[src/sv/pbge_pkg.sv]
// ----------------------------------------------------------------------------
// pbge_pkg
// Shared types and constants for the parallel band-pass graphic equalizer.
// ----------------------------------------------------------------------------
package pbge_pkg;

    localparam logic [1:0] CMD_SAMPLE = 2'd0;
    localparam logic [1:0] CMD_COEFF  = 2'd1;
    localparam logic [1:0] CMD_GAIN   = 2'd2;
    localparam logic [1:0] CMD_CLEAR  = 2'd3;

    localparam logic [1:0] REG_BAND_COUNT = 2'd0;
    localparam logic [1:0] REG_FILTER_ON  = 2'd1;

    localparam int GAIN_W    = 24;
    localparam int GAIN_FRAC = 20;
    localparam logic signed [23:0] GAIN_INIT = 24'sd666894;

    typedef enum logic [3:0] {
        ST_IDLE,
        ST_CLEAR,
        ST_RD_X,
        ST_RD_Y,
        ST_MUL_A,
        ST_MUL_B,
        ST_MUL_C,
        ST_SUM,
        ST_GAIN,
        ST_ACC,
        ST_NEXT,
        ST_OUT
    } state_t;

    typedef struct packed {
        logic clear_step;
        logic load_item;
        logic rd_x;
        logic rd_y;
        logic mul_a;
        logic mul_b;
        logic mul_c;
        logic sum_y;
        logic mul_gain;
        logic acc;
        logic next_band;
        logic finish;
    } ctrl_cmd_t;

    typedef struct packed {
        logic clear_done;
        logic last_band;
        logic last_chan;
    } ctrl_sts_t;

endpackage

[src/sv/pbge_ctrl.sv]
// ----------------------------------------------------------------------------
// pbge_ctrl
// Sequencer: walks bands and channels through the shared multiplier.
// ----------------------------------------------------------------------------
module pbge_ctrl (
    input  logic                 aclk,
    input  logic                 aresetn,
    input  logic                 start_filter,
    input  logic                 start_clear,
    input  logic                 out_free,
    input  pbge_pkg::ctrl_sts_t  sts,
    output pbge_pkg::ctrl_cmd_t  cmd,
    output logic                 busy
);

    pbge_pkg::state_t state_reg, state_next;

    always_ff @(posedge aclk) begin
        if (!aresetn) begin
            state_reg <= pbge_pkg::ST_CLEAR;
        end else begin
            state_reg <= state_next;
        end
    end

    always_comb begin
        state_next = state_reg;
        unique case (state_reg)
            pbge_pkg::ST_IDLE: begin
                if (start_clear) begin
                    state_next = pbge_pkg::ST_CLEAR;
                end else if (start_filter) begin
                    state_next = pbge_pkg::ST_RD_X;
                end
            end
            pbge_pkg::ST_CLEAR: begin
                if (sts.clear_done) state_next = pbge_pkg::ST_IDLE;
            end
            pbge_pkg::ST_RD_X:  state_next = pbge_pkg::ST_RD_Y;
            pbge_pkg::ST_RD_Y:  state_next = pbge_pkg::ST_MUL_A;
            pbge_pkg::ST_MUL_A: state_next = pbge_pkg::ST_MUL_B;
            pbge_pkg::ST_MUL_B: state_next = pbge_pkg::ST_MUL_C;
            pbge_pkg::ST_MUL_C: state_next = pbge_pkg::ST_SUM;
            pbge_pkg::ST_SUM:   state_next = pbge_pkg::ST_GAIN;
            pbge_pkg::ST_GAIN:  state_next = pbge_pkg::ST_ACC;
            pbge_pkg::ST_ACC:   state_next = pbge_pkg::ST_NEXT;
            pbge_pkg::ST_NEXT: begin
                if (sts.last_band && sts.last_chan) begin
                    state_next = pbge_pkg::ST_OUT;
                end else begin
                    state_next = pbge_pkg::ST_RD_X;
                end
            end
            pbge_pkg::ST_OUT: begin
                if (out_free) state_next = pbge_pkg::ST_IDLE;
            end
            default: state_next = pbge_pkg::ST_IDLE;
        endcase
    end

    always_comb begin
        cmd  = '0;
        busy = (state_reg != pbge_pkg::ST_IDLE);
        unique case (state_reg)
            pbge_pkg::ST_IDLE:  cmd.load_item  = start_filter && !start_clear;
            pbge_pkg::ST_CLEAR: cmd.clear_step = 1'b1;
            pbge_pkg::ST_RD_X:  cmd.rd_x       = 1'b1;
            pbge_pkg::ST_RD_Y:  cmd.rd_y       = 1'b1;
            pbge_pkg::ST_MUL_A: cmd.mul_a      = 1'b1;
            pbge_pkg::ST_MUL_B: cmd.mul_b      = 1'b1;
            pbge_pkg::ST_MUL_C: cmd.mul_c      = 1'b1;
            pbge_pkg::ST_SUM:   cmd.sum_y      = 1'b1;
            pbge_pkg::ST_GAIN:  cmd.mul_gain   = 1'b1;
            pbge_pkg::ST_ACC:   cmd.acc        = 1'b1;
            pbge_pkg::ST_NEXT:  cmd.next_band  = 1'b1;
            pbge_pkg::ST_OUT:   cmd.finish     = out_free;
            default:            cmd            = '0;
        endcase
    end

endmodule

[config.mk]
export PLATFORM = sky130hd
export DESIGN_NAME = pbge_ctrl
export DESIGN_NICKNAME = d
export VERILOG_FILES = /design/src/sv/pbge_pkg.sv /design/src/sv/pbge_ctrl.sv
export SDC_FILE = /design/constraint.sdc
export NUM_CORES = 1
export LEC_CHECK = 0
export BUFFER_PORTS_ARGS = -buffer_cell sky130_fd_sc_hd__buf_4
export CAP_MARGIN = 10
export CELL_PAD_IN_SITES_DETAIL_PLACEMENT = 0
export CELL_PAD_IN_SITES_GLOBAL_PLACEMENT = 2
export CORE_MARGIN = 5
export CORE_UTILIZATION = 21
export CTS_CLUSTER_DIAMETER = 150
export DETAILED_ROUTE_END_ITERATION = 16
export PLACE_DENSITY_LB_ADDON = 0.1
export SETUP_SLACK_MARGIN = 0.05
export SKIP_CTS_REPAIR_TIMING = 1
export SKIP_LAST_GASP = 1
export SYNTH_ARGS = -nofsm -noshare
export SYNTH_HDL_FRONTEND = slang
export SYNTH_SLANG_ARGS = --single-unit
[constraint.sdc]
create_clock -name aclk -period 1.5 [get_ports aclk]
set_input_delay 0.225 -clock aclk [delete_from_list [all_inputs] [get_ports aclk]]
set_output_delay 0.225 -clock aclk [all_outputs]
set_load 0.02 [all_outputs]
==> results.toml <==
[min_path]
hold_class = "in2reg"
hold_depth = 2

[synth]
synth.distinct_cells = 31
yosysSeqAreaShare = 0.203
synth_fp_nets = 59
synth_top_area_frac = 0.203
synth.area.top_cells = "dfxtp_1, nor3_1, buf_6"
ys_seq_elements = 4
syn_area_per_cell_um2 = 7.75
yosysWarningCount = 0
yosys.area.top_type = "dfxtp_1"
netlist_area_um2 = 395
syn_inst = 51

[cells_and_area]
stdcell_area_um2 = 699
largest_reg_flops = 4
area_growth_pct = 76.9
drive_above_1_share = 0.608
diodes = 0
fillers = 213
nNetsFinal = 89

[worst_setup_path]
crit_required_ps = 1270
path_delay_family = "flip-flops"
cp-end-kind = "primary output"
crit_type = "reg2out"
cp.buffers_inverters = 2
cpMostUsedCell = "buf_4"
slowest_stage = "dfxtp_4"
r2r_cells = 5
crit_chain = "buf_4 -> nor4b_2 -> buf_4"
cp.arrival_ps = 1170
cp-start-kind = "flip-flop"
crit_path_max_incr_delay_ps = 360
reg2reg_slack_ps = 230
worstSetupPathDepth = 3
cp_max_fo = 7

[die]
die_area_um2 = 2850
die_w_um = 53.4
initial_utilization = 0.224
io-pin-count = 21
core_area_um2 = 1760
die_h_um = 53.4
rows = 15

[sta]
fin_worst_skew_ps = 4.25
tightest_slew_ps = 302
setup_slack_ps = 108
max_freq_mhz = 718
hold_violations = 0
timing.final.crit_share = 0.928
relSlewSlack = 0.798
finalSetupViolCount = 0
finalMaxSlewViolations = 0
fin_crit_ps = 1390
rsz0062_at_grt = "yes"

[clocking]
cts_buffers = 3
cts_tree = "built"
cts-root-buf = "clkbuf_4"
clockBufferDepth = 2
clk-insertion-delay-late_ps = 230
cts_htree_levels = 1
path_clk_slew_ps = 40
cts_sinks = 4

[pwr]
power_frac_clock = 0.286
seqPwrFrac = 0.294
switching_power_mw = 0.160
pwr-share-comb = 0.420
power_mw = 0.462
intPower_mw = 0.302
netSwitchingFraction = 0.346
power.density_nw_per_um2 = 661
p_leak_nw = 0.300
vdd_drop_max_mv = 0.361

[global_route]
grt_first_pass_wirelength_mm = 1.96
grt_overflow_total = 0
use_met1 = 0.121
antenna_found_initial = 0
grt_start_max_net_pins = 13
grt.busiest_layer = "met2"
use_met2 = 0.145
grtUsageMet3 = 0.0254
grt_usage = 0.0974
grt_pass1_vias = 465

[status]
status = "finished clean"

[route]
wirelength_mm = 1.27
drc = 0
via_count = 474
drt_iter0_drc = 4
vias_per_cell = 4.56
wl_per_cell_um = 12.2
drtAntennaViolNets = 0
drtPass1Iterations = 4

[place]
portBuffers = 20
dp_slack_ps = 155
gp_congestion = 0.750
place_area_um2 = 583
hpwlAfterDp_um = 983

[job]
maxCapViolCount = 0
layout make-up:
type                            instances  area, um^2  share of cell area
Clock buffer                            3        22.5              0.0322
Multi-Input combinational cell         43         325               0.465
Sequential cell                         4        95.1               0.136
Tap cell                               25        31.3              0.0447
Timing Repair Buffer                   29         225               0.322
cells in the mapped netlist, drive strengths merged:
| cell type | number |
|---|---|
| o311ai | 1 |
| a211o | 1 |
| nor2 | 4 |
| a21boi | 1 |
| nand2 | 6 |
| a21oi | 1 |
| and3b | 2 |
| buf | 3 |
| xor2 | 1 |
| and2b | 1 |
| o31ai | 1 |
| a22o | 1 |
| nor3b | 1 |
| o21ai | 4 |
| nand4b | 1 |
| o21ba | 1 |
| nor2b | 2 |
| nand2b | 2 |
| nor3 | 6 |
| dfxtp | 4 |
| xnor2 | 1 |
| o22ai | 1 |
| and3 | 2 |
| nor4b | 1 |
| clkbuf | 1 |
| nand4 | 1 |
cell families after synthesis:
kind of cell	synth area share
AOI/OAI and AO/OA	0.237
DFF	0.203
buffers and inverters	0.0949
and+or+nand+nor	0.421
xor gates and xnor gates	0.0443
power by group through the flow:
stage | registers, mW | clock network, mW | logic [mW]
final | 0.136 | 0.132 | 0.194
after CTS | 0.135 | 0.138 | 0.168
after global routing | 0.138 | 0.156 | 0.210
after global placement | 0.137 | 0 | 0.170
after detailed placement | 0.137 | 0 | 0.168
after floorplan | 0.124 | 0 | 0.116
routing by layer:
metal  vias up  share of wire
met4         0         0.0079
met2        17           0.45
met1       212           0.46
li1        243              -
met3         2          0.082
met5         -              0
worst paths after layout:
path,start,end
worst max-delay path,state_reg[1],cmd[11]
worst min-delay path,aresetn,state_reg[0]
worst max register to register,state_reg[0],state_reg[1]
worst min register to register,state_reg[0],state_reg[3]
through the flow:
step,utilization,hold slack (ps),TNS (ps),std cells
floorplan,-,299,0,51
global placement,0.330,498,0,97
detailed placement,0.330,482,0,97
CTS,0.343,239,-345,100
global route,0.396,227,0,104
finish,0.396,232,0,104
worst reg2reg max path, cell delays in order (launching register included):
cell and delay (ps):
dfxtp_4 370, nor2_4 150, nand2_2 70, buf_4 140, o311ai_2 280, o22ai_1 140
layout by cell type (no fill, tap or decap), types with 2 or more instances in the layout:
cell / n
nor3_1: 5
nor2_4: 2
nor2_1: 2
dfxtp_4: 4
nand2_2: 2
and3b_1: 2
clkbuf_4: 3
o21ai_1: 2
nand2b_1: 2
nand2_1: 4
buf_6: 2
buf_4: 27
and3_1: 2
Power figures use the tool's default switching activity.
